==> config.mk <==
export PLATFORM = sky130hd
export DESIGN_NAME = btcr_queue
export DESIGN_NICKNAME = d
export VERILOG_FILES = /design/src/sv/btcr_pkg.sv /design/src/sv/btcr_queue.sv
export SDC_FILE = /design/constraint.sdc
export NUM_CORES = 1
export LEC_CHECK = 0
export ABC_AREA = 1
export CELL_PAD_IN_SITES_DETAIL_PLACEMENT = 0
export CELL_PAD_IN_SITES_GLOBAL_PLACEMENT = 1
export CORE_MARGIN = 2
export CORE_UTILIZATION = 30
export CTS_BUF_LIST = sky130_fd_sc_hd__clkbuf_16
export DETAILED_ROUTE_END_ITERATION = 12
export DONT_BUFFER_PORTS = 1
export PLACE_DENSITY = 0.52
export SLEW_MARGIN = 15
export SYNTH_ARGS = -nofsm -noshare
export SYNTH_HDL_FRONTEND = slang
export SYNTH_SLANG_ARGS = --single-unit
==> constraint.sdc <==
create_clock -name clk -period 9.6 [get_ports clk]
set_input_delay 1.92 -clock clk [delete_from_list [all_inputs] [get_ports clk]]
set_output_delay 1.92 -clock clk [all_outputs]
set_load 0.01 [all_outputs]
==> src/sv/btcr_pkg.sv <==
`default_nettype none

package btcr_pkg;

    localparam int FONT_GLYPHS  = 256;
    localparam int MAX_COLUMNS  = 256;
    localparam int MAX_ROWS     = 256;

    localparam int FONT_AW      = $clog2(FONT_GLYPHS);
    localparam int GLYPH_SIZE   = 8;
    localparam int GLYPH_BITS   = GLYPH_SIZE * GLYPH_SIZE;
    localparam int PIX_CNT_W    = $clog2(GLYPH_BITS);
    localparam int OFS_W        = $clog2(GLYPH_SIZE);

    localparam int CODE_W       = 8;
    localparam int CURSOR_W     = 8;
    localparam int DIM_W        = 9;
    localparam int COORD_W      = 11;
    localparam int CHAN_W       = 8;
    localparam int COLOR_W      = 3 * CHAN_W;
    localparam int OP_W         = 2;
    localparam int CFG_IDX_W    = 2;
    localparam int CFG_DATA_W   = COLOR_W;

    localparam int QUEUE_DEPTH  = 4;
    localparam int QUEUE_AW     = $clog2(QUEUE_DEPTH);
    localparam int QUEUE_CNT_W  = $clog2(QUEUE_DEPTH + 1);

    // operation codes
    localparam logic [OP_W-1:0] OP_PUT    = 2'd0;
    localparam logic [OP_W-1:0] OP_LOAD   = 2'd1;
    localparam logic [OP_W-1:0] OP_CURSOR = 2'd2;

    // register indexes
    localparam logic [CFG_IDX_W-1:0] CFG_TEXT_COLUMNS = 2'd0;
    localparam logic [CFG_IDX_W-1:0] CFG_TEXT_ROWS    = 2'd1;
    localparam logic [CFG_IDX_W-1:0] CFG_FG_COLOR     = 2'd2;
    localparam logic [CFG_IDX_W-1:0] CFG_BG_COLOR     = 2'd3;

    localparam logic [DIM_W-1:0]   TEXT_COLUMNS_RST = 9'd128;
    localparam logic [DIM_W-1:0]   TEXT_ROWS_RST    = 9'd96;
    localparam logic [COLOR_W-1:0] FG_COLOR_RST     = 24'hA0A0A0;
    localparam logic [COLOR_W-1:0] BG_COLOR_RST     = 24'h000000;

    localparam logic [CODE_W-1:0]  NEWLINE_CODE     = 8'd10;

    // one character job handed from front to back
    typedef struct packed {
        logic                  newline;
        logic                  scroll;
        logic [COORD_W-1:0]    base_x;
        logic [COORD_W-1:0]    base_y;
        logic [GLYPH_BITS-1:0] glyph;
    } job_t;

endpackage

`default_nettype wire

==> src/sv/btcr_queue.sv <==
`default_nettype none

module btcr_queue import btcr_pkg::*;
(
    input  wire logic clk,
    input  wire logic rst_n,
    input  wire logic push_valid,
    output logic      push_ready,
    input  job_t      push_job,
    output logic      pop_valid,
    input  wire logic pop_ready,
    output job_t      pop_job
);

    job_t                   entry_reg [QUEUE_DEPTH];
    logic [QUEUE_AW-1:0]    wr_ptr_reg, wr_ptr_next;
    logic [QUEUE_AW-1:0]    rd_ptr_reg, rd_ptr_next;
    logic [QUEUE_CNT_W-1:0] count_reg, count_next;
    logic                   do_push, do_pop;

    assign push_ready = count_reg != QUEUE_CNT_W'(QUEUE_DEPTH);
    assign pop_valid  = count_reg != '0;
    assign pop_job    = entry_reg[rd_ptr_reg];
    assign do_push    = push_valid && push_ready;
    assign do_pop     = pop_valid && pop_ready;

    always_comb
    begin
        wr_ptr_next = wr_ptr_reg;
        rd_ptr_next = rd_ptr_reg;
        count_next  = count_reg;
        if (do_push)
            wr_ptr_next = (wr_ptr_reg == QUEUE_AW'(QUEUE_DEPTH - 1)) ? '0
                          : wr_ptr_reg + QUEUE_AW'(1);
        if (do_pop)
            rd_ptr_next = (rd_ptr_reg == QUEUE_AW'(QUEUE_DEPTH - 1)) ? '0
                          : rd_ptr_reg + QUEUE_AW'(1);
        if (do_push && !do_pop)
            count_next = count_reg + QUEUE_CNT_W'(1);
        else if (do_pop && !do_push)
            count_next = count_reg - QUEUE_CNT_W'(1);
    end

    always_ff @(posedge clk or negedge rst_n)
    begin
        if (!rst_n)
        begin
            wr_ptr_reg <= '0;
            rd_ptr_reg <= '0;
            count_reg  <= '0;
        end
        else
        begin
            wr_ptr_reg <= wr_ptr_next;
            rd_ptr_reg <= rd_ptr_next;
            count_reg  <= count_next;
        end
    end

    always_ff @(posedge clk)
    begin
        if (do_push)
            entry_reg[wr_ptr_reg] <= push_job;
    end

    a_count_bound: assert property (@(posedge clk) disable iff (!rst_n)
        count_reg <= QUEUE_CNT_W'(QUEUE_DEPTH))
        else $error("queue count beyond depth");

endmodule

`default_nettype wire

==> load_flow_metrics.sql, run 1 <==
INSERT INTO impl_metrics (metric_group, metric, value, unit) VALUES
('run_status', 'outcome', 'completed', ''),
('worst_setup_path', 'cp_max_fo', '45', ''),
('pwr', 'p_per_area', '306', 'nW/um2'),
('sta', 'timing.final.crit_share', '48.4', '%'),
('synth', 'synthMostInstantiatedCell', 'sky130_fd_sc_hd__edfxtp_1', ''),
('synth', 'synth-async-reset-ratio', '1.95', '%'),
('worst_setup_path', 'worst_setup_path_start_kind', 'register', ''),
('cts', 'clk_pin_slew_worst_paths', '0.06', 'ns'),
('route', 'detailedRoute.firstIterationViolations', '413', ''),
('place', 'io_port_bufs', '0', ''),
('synth', 'net_count_synth', '1184', ''),
('cts', 'cts_max_level', '2', ''),
('worst_setup_path', 'criticalPathCategory', 'reg -> out', ''),
('pwr', 'switching_power', '1.73', 'mW'),
('worst_hold_path', 'worst_hold_path_type', 'reg -> reg', ''),
('synth', 'syn_area_per_cell', '13.2', 'um2'),
('cts', 'tritoncts', 'done', ''),
('route', 'viasPerCell', '4.51', ''),
('synth', 'post_synth_inst_count', '1085', ''),
('pwr', 'power_report.internal_total', '3.19', 'mW'),
('sta', 'setup_slack', '4.95', 'ns'),
('cts', 'root_buffer_cell', 'sky130_fd_sc_hd__clkbuf_16', ''),
('floorplanning', 'rows', '79', ''),
('sta', 'final.min_clock_period', '4.65', 'ns'),
('synth', 'synth_ff_type', 'sky130_fd_sc_hd__edfxtp_1', ''),
('sta', 'worst_slew_margin_rel', '34.3', '%'),
('pwr', 'clockPowerShare', '28.2', '%'),
('layout', 'antenna_cells', '0', ''),
('sta', 'max_slew.worst_pin.slew', '0.985', 'ns'),
('sta', 'grt_setup_unrepaired', 'no', ''),
('run', 'max-cap-violations', '0', ''),
('pwr', 'power.ir.vdd_worst', '161', 'uV'),
('sta', 'fin_tns_setup', '0', 'ns'),
('floorplanning', 'design.die.area', '49400', 'um2'),
('place', 'dpl_worst_slack', '5.35', 'ns'),
('sta', 'achievable-frequency', '0.215', 'GHz'),
('layout', 'drive_above_1_share', '6.22', '%'),
('synth', 'post-synth-top-area-fraction', '74.0', '%'),
('route', 'postRouteAntennaNets', '0', ''),
('sta', 'maxSlewViolCount', '0', ''),
('pwr', 'pwr-share-seq', '44.5', '%'),
('global_route', 'number_of_global_route_vias_before_repair', '7700', ''),
('cts', 'cts_made_buffers', '40', ''),
('sta', 'setup_violating_endpoint_count_in_the_final_report', '0', ''),
('sta', 'skew', '0.0131', 'ns'),
('route', 'num_vias', '7738', ''),
('cts', 'clock_insertion_delay_worst_skew', '0.55', 'ns'),
('floorplanning', 'ios', '182', ''),
('global_route', 'grt-ovfl-total', '0', ''),
('synth', 'synth.lib_cells_used.distinct', '17', ''),
('worst_setup_path', 'worstSetupEndpointType', 'primary output', ''),
('sta', 'hold_vio_cnt_final', '0', ''),
('synth', 'synth_edf_count', '352', ''),
('synth', 'yosys-top-cells-area', 'sky130_fd_sc_hd__edfxtp_1 74%, sky130_fd_sc_hd__o211ai_1 9.3%, sky130_fd_sc_hd__nand2_1 7.3%', ''),
('synth', 'synth-seq-cells', '359', ''),
('global_route', 'grt_first_pass_wirelength', '47400', 'um'),
('floorplanning', 'core_region_area', '46800', 'um2'),
('layout', 'num-nets-final', '1181', ''),
('place', 'dp_hpwl', '17800', 'um'),
('synth', 'netlist.top_cell.by_area', 'sky130_fd_sc_hd__edfxtp_1', ''),
('floorplanning', 'chip_height', '222', 'um'),
('global_route', 'grt_start_max_net_pins', '122', ''),
('pwr', 'power.share.combinational', '27.3', '%'),
('cts', 'cts-hold-fix-buffers', '0', ''),
('worst_setup_path', 'ff2ff_setup_slack', '7.16', 'ns'),
('pwr', 'total_power', '4.92', 'mW'),
('synth', 'synth.top_cells.by_count', '352 x sky130_fd_sc_hd__edfxtp_1, 279 x sky130_fd_sc_hd__nand2_1, 189 x sky130_fd_sc_hd__inv_1', ''),
('layout', 'largest_reg_flops', '352', ''),
('synth', 'number_of_synthesis_warnings', '0', ''),
('place', 'finalWeightedCongestion', '0.687', ''),
('cts', 'cts.sink_count', '359', '');
through the flow:
| step | hold slack [ns] | utilization, % | instance area, um2 |
|---|---|---|---|
| detailed placement | 0.488 | 31.9 | 14900 |
| CTS | 0.503 | 34.4 | 16100 |
| floorplan | 0.463 | - | 14300 |
| global placement | 0.482 | 31.9 | 14900 |
| global route | 0.549 | 34.4 | 16100 |
| finish | 0.499 | 34.4 | 16100 |
layout make-up:
cell class              count  area, um2  area share, %
inverters                 190        716           4.45
clock inverters            29        151          0.942
well taps                 607        759           4.72
clock buffers              41       1030           6.38
flip-flops and latches    359      10800           66.9
repair buffers             13        101          0.630
multi-input cells         478       2570           16.0
power groups by stage:
| stage | registers [mW] | clock network (mW) | logic, mW |
|---|---|---|---|
| final | 2.19 | 1.39 | 1.34 |
| after global routing | 2.22 | 1.50 | 1.53 |
| after CTS | 2.19 | 1.44 | 1.41 |
| after detailed placement | 2.22 | 0 | 1.41 |
| after global placement | 2.22 | 0 | 1.40 |
| after floorplan | 2.18 | 0 | 1.09 |
layer usage:
metal,part of all wire (%),vias to the layer above,global-route usage [%]
met5,0,-,0
met4,1.9,0,3.49
met1,43,3763,15.4
met2,48,164,21.0
met3,7.5,41,4.84
li1,-,3770,-
critical path: stages (launching register included):
cell and delay (ns):
sky130_fd_sc_hd__dfrtp_4 0.67, sky130_fd_sc_hd__inv_4 0.54, sky130_fd_sc_hd__buf_4 0.52, sky130_fd_sc_hd__o211ai_1 0.16
sky130_fd_sc_hd__nand2_1 0.17
layout by cell type, fill, tap and decap left out:
cell / netlist / layout
sky130_fd_sc_hd__edfxtp_1: 352 / 352
sky130_fd_sc_hd__nand2_1: 279 / 279
sky130_fd_sc_hd__inv_1: 189 / 197
sky130_fd_sc_hd__o211ai_1: 176 / 176
sky130_fd_sc_hd__clkbuf_16: 0 / 41
sky130_fd_sc_hd__clkinv_1: 0 / 13
sky130_fd_sc_hd__buf_4: 10 / 12
sky130_fd_sc_hd__nand3_1: 7 / 7
sky130_fd_sc_hd__ha_1: 6 / 6
sky130_fd_sc_hd__clkinv_2: 0 / 5
sky130_fd_sc_hd__dfrtp_1: 7 / 5
sky130_fd_sc_hd__nor2_4: 0 / 4
sky130_fd_sc_hd__nor2_1: 6 / 2
sky130_fd_sc_hd__inv_6: 0 / 2
sky130_fd_sc_hd__dfrtp_4: 0 / 2
sky130_fd_sc_hd__inv_4: 0 / 1
sky130_fd_sc_hd__o21ai_0: 1 / 1
sky130_fd_sc_hd__xnor2_1: 1 / 1
sky130_fd_sc_hd__nand4_1: 1 / 1
sky130_fd_sc_hd__fa_1: 1 / 1
sky130_fd_sc_hd__bufinv_16: 0 / 1
sky130_fd_sc_hd__buf_6: 0 / 1
path summary, 6_finish.rpt:
kind / end / start / cells after the start
worst max-delay path: pop_job[6] / rd_ptr_reg[1] / 4
worst min-delay path: count_reg[2] / count_reg[2] / 2
worst max register to register: entry_reg[0][45] / count_reg[0] / 5
worst min register to register: count_reg[2] / count_reg[2] / 2
max in group asynchronous: rd_ptr_reg[1] / rst_n / 0
min in group asynchronous: rd_ptr_reg[0] / rst_n / 0
kinds of logic (layout without fill, tap and decap cells):
kind of cell             count (synthesis)  after routing  synth area share, %
AO/OA/AOI/OAI                          177            177                 9.29
flip-flops                             359            359                 75.2
adder cells (fa/ha/maj)                  7              7                0.666
buffers and inverters                  248            273                 6.97
XOR/XNOR                                 1              1               0.0613
AND/OR/NAND/NOR                        293            293                 7.78
Note: power is estimated with default switching activity, not from simulation.
==> run 2: changes to the inputs <==
clock period = 4.66 ns   (was 9.6 ns; I/O delays follow)
==> run 2 against run 1 <==
Net effect: register-to-register slack worse by 5.2 ns; non-clock buffer count is 9 higher; wire length is 0.14% higher; sequential share of layout area is 1.1 points lower; die area stayed put; first-iteration DRC count is 10% lower; flip-flop and latch count stayed put; global-route usage is 0.064 points higher; critical path type unchanged; critical endpoint is now pop_job[84].
==> load_flow_metrics.sql, run 2 (synthesis results as in run 1) <==
INSERT INTO impl_metrics (metric_group, metric, value, unit) VALUES
('run_status', 'outcome', 'completed', ''),
('worst_setup_path', 'critPathMaxStageDelay', '0.66', 'ns'),
('cts', 'cts-resized-gates', '0', ''),
('worst_setup_path', 'rr_startpoint', 'count_reg[0]', ''),
('place', 'io_port_bufs', '0', ''),
('layout', 'antenna_cells', '0', ''),
('global_route', 'grt.total_usage', '12.7', '%'),
('sta', 'final.min_clock_period', '3.43', 'ns'),
('pwr', 'power.static_leakage', '6.04', 'nW'),
('sta', 'hold_vio_cnt_final', '0', ''),
('worst_setup_path', 'critical_path_source', 'rd_ptr_reg[1]', ''),
('global_route', 'grt_first_pass_wirelength', '47200', 'um'),
('pwr', 'pwr-share-seq', '43.2', '%'),
('pwr', 'netSwitchingFraction', '34.6', '%'),
('route', 'first_pass_iters', '5', ''),
('worst_hold_path', 'worst_hold_path_type', 'in -> async', ''),
('pwr', 'power_report.internal_total', '6.85', 'mW'),
('sta', 'worst_slew_margin_rel', '31.6', '%'),
('pwr', 'switching_power', '3.62', 'mW'),
('route', 'wl_per_cell', '18.1', 'um'),
('worst_setup_path', 'cp_max_fo', '58', ''),
('cts', 'root_buffer_cell', 'sky130_fd_sc_hd__clkbuf_16', ''),
('cts', 'cts_max_level', '2', ''),
('layout', 'n_fill_cell', '4500', ''),
('place', 'dpl_worst_slack', '1.71', 'ns'),
('sta', 'setup_slack', '1.23', 'ns'),
('worst_setup_path', 'worst_setup_path_start_kind', 'register', ''),
('layout', 'largest_reg_flops', '352', ''),
('layout', 'most-common-layout-cells', '352 x sky130_fd_sc_hd__edfxtp_1, 279 x sky130_fd_sc_hd__nand2_1, 192 x sky130_fd_sc_hd__inv_1', ''),
('worst_setup_path', 'cp.arrival', '2.50', 'ns'),
('worst_setup_path', 'critical_path_required', '3.73', 'ns'),
('layout', 'final_common_cell', 'sky130_fd_sc_hd__edfxtp_1', ''),
('worst_setup_path', 'crit_path_cell_trace', 'inv_4 > buf_12 > o211ai_1 > nand2_1', ''),
('sta', 'skew', '0.0219', 'ns'),
('floorplanning', 'effective_utilization_at_floorplan', '30.5', '%'),
('sta', 'achievable-frequency', '0.291', 'GHz'),
('floorplanning', 'ios', '182', ''),
('layout', 'num-nets-final', '1191', ''),
('cts', 'deepest_clock_path_buffer_count', '3', ''),
('cts', 'tritoncts', 'done', ''),
('sta', 'maxSlewViolCount', '0', ''),
('sta', 'setup_violating_endpoint_count_in_the_final_report', '0', ''),
('global_route', 'grt-ovfl-total', '0', ''),
('layout', 'syn_to_final_growth', '14.4', '%'),
('cts', 'post_cts_buffers', '0', ''),
('layout', 'drive_above_1_share', '7.49', '%'),
('route', 'postRouteAntennaNets', '0', ''),
('floorplanning', 'rows', '79', ''),
('route', 'detailedRoute.firstIterationViolations', '371', ''),
('pwr', 'clockPowerShare', '29.2', '%'),
('sta', 'finalHoldWorstSlack', '0.0694', 'ns'),
('cts', 'cts.sink_count', '359', ''),
('global_route', 'number_of_global_route_vias_before_repair', '7583', ''),
('pwr', 'power.ir.vdd_worst', '289', 'uV'),
('worst_setup_path', 'ff2ff_setup_slack', '2.00', 'ns'),
('pwr', 'p_per_area', '641', 'nW/um2'),
('cts', 'clock_insertion_delay_worst_skew', '0.55', 'ns'),
('worst_setup_path', 'timing.critical_path.slowest_stage_cell', 'sky130_fd_sc_hd__dfrtp_4', ''),
('route', 'viasPerCell', '4.50', ''),
('global_route', 'antenna_found_initial', '1', ''),
('sta', 'grt_setup_unrepaired', 'no', ''),
('place', 'dp_hpwl', '17700', 'um'),
('floorplanning', 'die_w', '222', 'um'),
('sta', 'max_slew.worst_pin.slew', '1.02', 'ns'),
('route', 'route.detailed.drc', '0', ''),
('cts', 'clk_pin_slew_worst_paths', '0.06', 'ns'),
('pwr', 'power.share.combinational', '27.6', '%'),
('worst_setup_path', 'worstSetupEndpointType', 'primary output', ''),
('worst_setup_path', 'criticalPathCategory', 'reg -> out', ''),
('floorplanning', 'design.die.area', '49400', 'um2'),
('place', 'finalWeightedCongestion', '0.678', ''),
('cts', 'cts-hold-fix-buffers', '0', ''),
('cts', 'cts_made_buffers', '41', ''),
('sta', 'timing.final.crit_share', '73.7', '%'),
('floorplanning', 'chip_height', '222', 'um'),
('route', 'num_vias', '7772', ''),
('worst_setup_path', 'reg2regPathDepth', '5', ''),
('run', 'max-cap-violations', '0', ''),
('floorplanning', 'core_region_area', '46800', 'um2'),
('route', 'routed_wirelength', '31200', 'um'),
('global_route', 'grt_start_max_net_pins', '76', '');
-- run 2: cell types whose count changed in the layout (fill, tap and decap cells not counted) --
| cell | change |
|---|---|
| sky130_fd_sc_hd__inv_1 | -5 |
| sky130_fd_sc_hd__inv_6 | -1 |
| sky130_fd_sc_hd__buf_6 | -1 |
| sky130_fd_sc_hd__bufinv_16 | +2 |
| sky130_fd_sc_hd__buf_4 | +3 |
| sky130_fd_sc_hd__clkinv_1 | +1 |
| sky130_fd_sc_hd__buf_12 | +7 |
| sky130_fd_sc_hd__clkinvlp_4 | +3 |
| sky130_fd_sc_hd__clkbuf_16 | +2 |
-- run 2: area by class of cell --
cell class / count / area (um2) / area share (%)
Multi-Input combinational cell: 478 / 2570 / 15.7
Clock buffer: 43 / 1080 / 6.59
Clock inverter: 29 / 210 / 1.29
Inverter: 190 / 716 / 4.38
Timing Repair Buffer: 22 / 253 / 1.55
Tap cell: 607 / 759 / 4.65
Sequential cell: 359 / 10800 / 65.8
-- run 2: layer usage --
| layer | up-vias | share of wire, % | GRT usage, % |
|---|---|---|---|
| li1 | 3792 | - | - |
| met1 | 3768 | 40 | 14.7 |
| met2 | 159 | 49 | 21.7 |
| met3 | 51 | 7.6 | 4.62 |
| met4 | 2 | 2.4 | 4.71 |
| met5 | - | 0.042 | 0 |
-- run 2: path summary, 6_finish.rpt --
| path | to |
|---|---|
| worst max-delay path | pop_job[84] |
| min in group clk | entry_reg[2][47] |
| worst min-delay path | wr_ptr_reg[1] |
| worst max register to register | entry_reg[1][43] |
| worst min register to register | count_reg[2] |
| max in group asynchronous | count_reg[1] |
-- run 2: per-stage QoR --
| step | power [mW] | cells | utilization [%] | setup TNS (ns) | cell area, um2 |
|---|---|---|---|---|---|
| detailed placement | 7.64 | 1656 | 32.2 | 0 | 15100 |
| floorplan | 6.73 | 1085 | - | -219.90 | 14300 |
| global route | 11.2 | 1728 | 34.9 | 0 | 16300 |
| global placement | 7.62 | 1656 | 32.2 | 0 | 15100 |
| CTS | 10.7 | 1728 | 34.9 | 0 | 16300 |
| finish | 10.5 | 1728 | 34.9 | 0 | 16300 |
-- run 2: critical path: cells and delay by family (launching register included) --
| family | cells | cell delay (ns) |
|---|---|---|
| AOI/OAI and AO/OA | 1 | 0.21 |
| DFF | 1 | 0.66 |
| and+or+nand+nor | 1 | 0.18 |
| buffers and inverters | 2 | 0.81 |
-- run 2: power groups by stage --
stage	Clock (mW)	Sequential, mW	Combinational [mW]
after floorplan	0	4.50	2.24
after global placement	0	4.59	3.02
after detailed placement	0	4.60	3.03
after CTS	3.18	4.54	3.04
after global routing	3.28	4.59	3.29
final	3.06	4.52	2.89
==> run 3: changes to the inputs <==
ABC_AREA = 0   (was 1)
PLACE_DENSITY = 0.5   (was 0.52)
clock period = 3.11 ns   (was 4.66 ns; I/O delays follow)
==> run 3 against run 2 <==
Net effect: synthesized area shrank 8.3%; clock power is 47% higher; sequential share of layout area up 4.8 points; critical endpoint is now pop_job[16].
==> load_flow_metrics.sql, run 3 <==
INSERT INTO impl_metrics (metric_group, metric, value, unit) VALUES
('synth', 'synth_ff_type', 'sky130_fd_sc_hd__edfxtp_1', ''),
('worst_setup_path', 'critPathBufInv', '1', ''),
('worst_hold_path', 'worst_hold_path_type', 'in -> reg', ''),
('floorplanning', 'chip_height', '213', 'um'),
('worst_setup_path', 'cp.arrival', '2.26', 'ns'),
('synth', 'yosys-top-cells-area', 'sky130_fd_sc_hd__edfxtp_1 81%, sky130_fd_sc_hd__mux4_2 15%, sky130_fd_sc_hd__dfrtp_1 1.3%', ''),
('route', 'route.detailed.drc', '0', ''),
('place', 'io_port_bufs', '0', ''),
('sta', 'worst_slew_margin_rel', '60.9', '%'),
('synth', 'synth.top_cells.by_count', '352 x sky130_fd_sc_hd__edfxtp_1, 88 x sky130_fd_sc_hd__mux4_2, 12 x sky130_fd_sc_hd__buf_2', ''),
('synth', 'synth-seq-cells', '359', ''),
('global_route', 'grt.total_usage', '11.2', '%'),
('worst_setup_path', 'crit_path_cell_trace', 'buf_12 > mux4_2', ''),
('synth', 'netlist.top_cell.by_area', 'sky130_fd_sc_hd__edfxtp_1', ''),
('synth', 'synth-async-reset-ratio', '1.95', '%'),
('layout', 'fin_cells', '1147', ''),
('sta', 'fin_tns_setup', '0', 'ns'),
('place', 'dpl-instance-area', '13900', 'um2'),
('synth', 'mappedNetlistArea', '13100', 'um2'),
('worst_setup_path', 'criticalPathCategory', 'reg -> out', ''),
('route', 'wl_met1', '9120', 'um'),
('layout', 'num-nets-final', '631', ''),
('layout', 'final_common_cell', 'sky130_fd_sc_hd__edfxtp_1', ''),
('route', 'top_layer_used', 'met4', ''),
('worst_setup_path', 'cp_max_fo', '26', ''),
('synth', 'synth.lib_cells_used.distinct', '19', ''),
('sta', 'max_slew.worst_pin.slew', '0.587', 'ns'),
('global_route', 'grt-ovfl-total', '0', ''),
('synth', 'syn_area_per_cell', '26.4', 'um2'),
('sta', 'final.min_clock_period', '2.88', 'ns'),
('global_route', 'antenna_found_initial', '0', ''),
('worst_setup_path', 'critical_path_required', '2.49', 'ns'),
('pwr', 'power.ir.vdd_worst', '551', 'uV'),
('cts', 'deepest_clock_path_buffer_count', '3', ''),
('floorplanning', 'ios', '182', ''),
('cts', 'cts_made_buffers', '40', ''),
('cts', 'clk_pin_slew_worst_paths', '0.06', 'ns'),
('pwr', 'power.static_leakage', '4.73', 'nW'),
('floorplanning', 'die_w', '213', 'um'),
('floorplanning', 'rows', '76', ''),
('run_status', 'outcome', 'completed', ''),
('route', 'routed_wirelength', '25200', 'um'),
('cts', 'clock_insertion_delay_worst_skew', '0.54', 'ns'),
('layout', 'n_fill_cell', '3908', ''),
('layout', 'syn_to_final_growth', '16.4', '%'),
('worst_setup_path', 'timing.critical_path.slowest_stage_cell', 'sky130_fd_sc_hd__dfrtp_4', ''),
('cts', 'cts.sink_count', '359', ''),
('sta', 'achievable-frequency', '0.347', 'GHz'),
('sta', 'timing.final.crit_share', '92.6', '%'),
('sta', 'finalHoldWorstSlack', '0.177', 'ns'),
('layout', 'most-common-layout-cells', '352 x sky130_fd_sc_hd__edfxtp_1, 88 x sky130_fd_sc_hd__mux4_2, 41 x sky130_fd_sc_hd__clkbuf_16', ''),
('synth', 'synth_edf_count', '352', ''),
('sta', 'maxSlewViolCount', '0', ''),
('global_route', 'number_of_global_route_vias_before_repair', '5737', ''),
('sta', 'hold_vio_cnt_final', '0', ''),
('floorplanning', 'design.die.area', '45300', 'um2'),
('layout', 'layout.cell_area.non_filler', '15200', 'um2'),
('worst_setup_path', 'ff2ff_setup_slack', '0.78', 'ns'),
('sta', 'setup_violating_endpoint_count_in_the_final_report', '0', ''),
('synth', 'post_synth_inst_count', '496', ''),
('global_route', 'grt_first_pass_wirelength', '36400', 'um'),
('route', 'num_vias', '5268', ''),
('floorplanning', 'effective_utilization_at_floorplan', '30.4', '%'),
('worst_setup_path', 'worstSetupEndpointType', 'primary output', ''),
('synth', 'number_of_synthesis_warnings', '0', ''),
('route', 'met3WireLength', '2580', 'um'),
('layout', 'largest_reg_flops', '352', ''),
('place', 'dp_hpwl', '15100', 'um'),
('pwr', 'p_per_area', '976', 'nW/um2'),
('route', 'viasPerCell', '4.59', ''),
('cts', 'tritoncts', 'done', ''),
('sta', 'grt_setup_unrepaired', 'no', ''),
('cts', 'cts_max_level', '2', ''),
('synth', 'net_count_synth', '595', ''),
('sta', 'skew', '0.00820', 'ns'),
('pwr', 'total_power', '14.9', 'mW'),
('worst_setup_path', 'worst_setup_path_start_kind', 'register', ''),
('place', 'finalWeightedCongestion', '0.664', ''),
('layout', 'antenna_cells', '0', ''),
('route', 'met2RoutedLength', '12700', 'um'),
('synth', 'synthMostInstantiatedCell', 'sky130_fd_sc_hd__edfxtp_1', ''),
('cts', 'root_buffer_cell', 'sky130_fd_sc_hd__clkbuf_16', ''),
('worst_setup_path', 'critPathMaxStageDelay', '0.80', 'ns'),
('route', 'first_pass_iters', '4', ''),
('floorplanning', 'core_region_area', '43100', 'um2'),
('global_route', 'grt_start_max_net_pins', '41', ''),
('cts', 'cts-resized-gates', '0', ''),
('place', 'dp.cells', '1074', ''),
('synth', 'sequential_cell_area_fraction_in_the_yosys_report', '82.1', '%'),
('route', 'wl_per_cell', '21.9', 'um'),
('run', 'max-cap-violations', '0', ''),
('layout', 'drive_above_1_share', '30.8', '%'),
('synth', 'post-synth-top-area-fraction', '80.7', '%'),
('route', 'postRouteAntennaNets', '0', ''),
('worst_setup_path', 'timing.critical_path.max_delay_family', 'flip-flops', ''),
('route', 'detailedRoute.firstIterationViolations', '253', '');
## run 3: changes by cell type after synthesis, sizes merged, moves of 5 or more
cell / delta
o211ai: -176
mux4: +88
buf: -25
inv: -187
clkbuf: -13
mux2: +5
nand3: -7
nand2: -278
## run 3: final cells by class
| class | count | area [um2] | area share (%) |
|---|---|---|---|
| repair buffers | 14 | 208 | 1.36 |
| multi-input cells | 114 | 2250 | 14.8 |
| clock inverters | 31 | 249 | 1.63 |
| well taps | 585 | 732 | 4.80 |
| clock buffers | 41 | 1030 | 6.74 |
| inverters | 3 | 11.3 | 0.0739 |
| flip-flops and latches | 359 | 10800 | 70.6 |
## run 3: what timing repair did
action                                 CTS  global route
hold buffers                             1             0
buffers inserted                         0             0
endpoints found under the hold margin    7             0
## run 3: through the flow
stage	utilization (%)	worst slack, ns
final	35.4	0.231
after global routing	35.4	0.0509
after CTS	35.4	0.108
after detailed placement	32.4	0.697
after global placement	32.4	0.711
after floorplan	-	0.893
## run 3: routing by layer
metal	vias up	global-route usage (%)
li1	2214	-
met1	2830	12.1
met2	168	18.6
met3	56	5.06
met4	0	5.26
met5	-	0
## run 3: report_power, final
part,switching (mW),internal (mW)
combinational,2.02,1.55
sequential,0.402,6.39
clock,1.84,2.66
total,4.26,10.6
## run 3: cell families after synthesis
group                    share of synthesized area, %
flip-flops                                       82.1
adder cells (fa/ha/maj)                         0.726
multiplexers                                     15.6
XOR/XNOR                                        0.201
buffers and inverters                           0.803
AND/OR/NAND/NOR                                 0.554
## run 3: worst paths after layout
check | from | end | depth (start not counted)
min | push_job[52] | entry_reg[2][52] | 0
min reg2reg | count_reg[2] | count_reg[2] | 1
max in group asynchronous | rst_n | rd_ptr_reg[0] | 1
max | rd_ptr_reg[0] | pop_job[16] | 2
max reg2reg | count_reg[1] | count_reg[2] | 8
min in group asynchronous | rst_n | count_reg[0] | 1
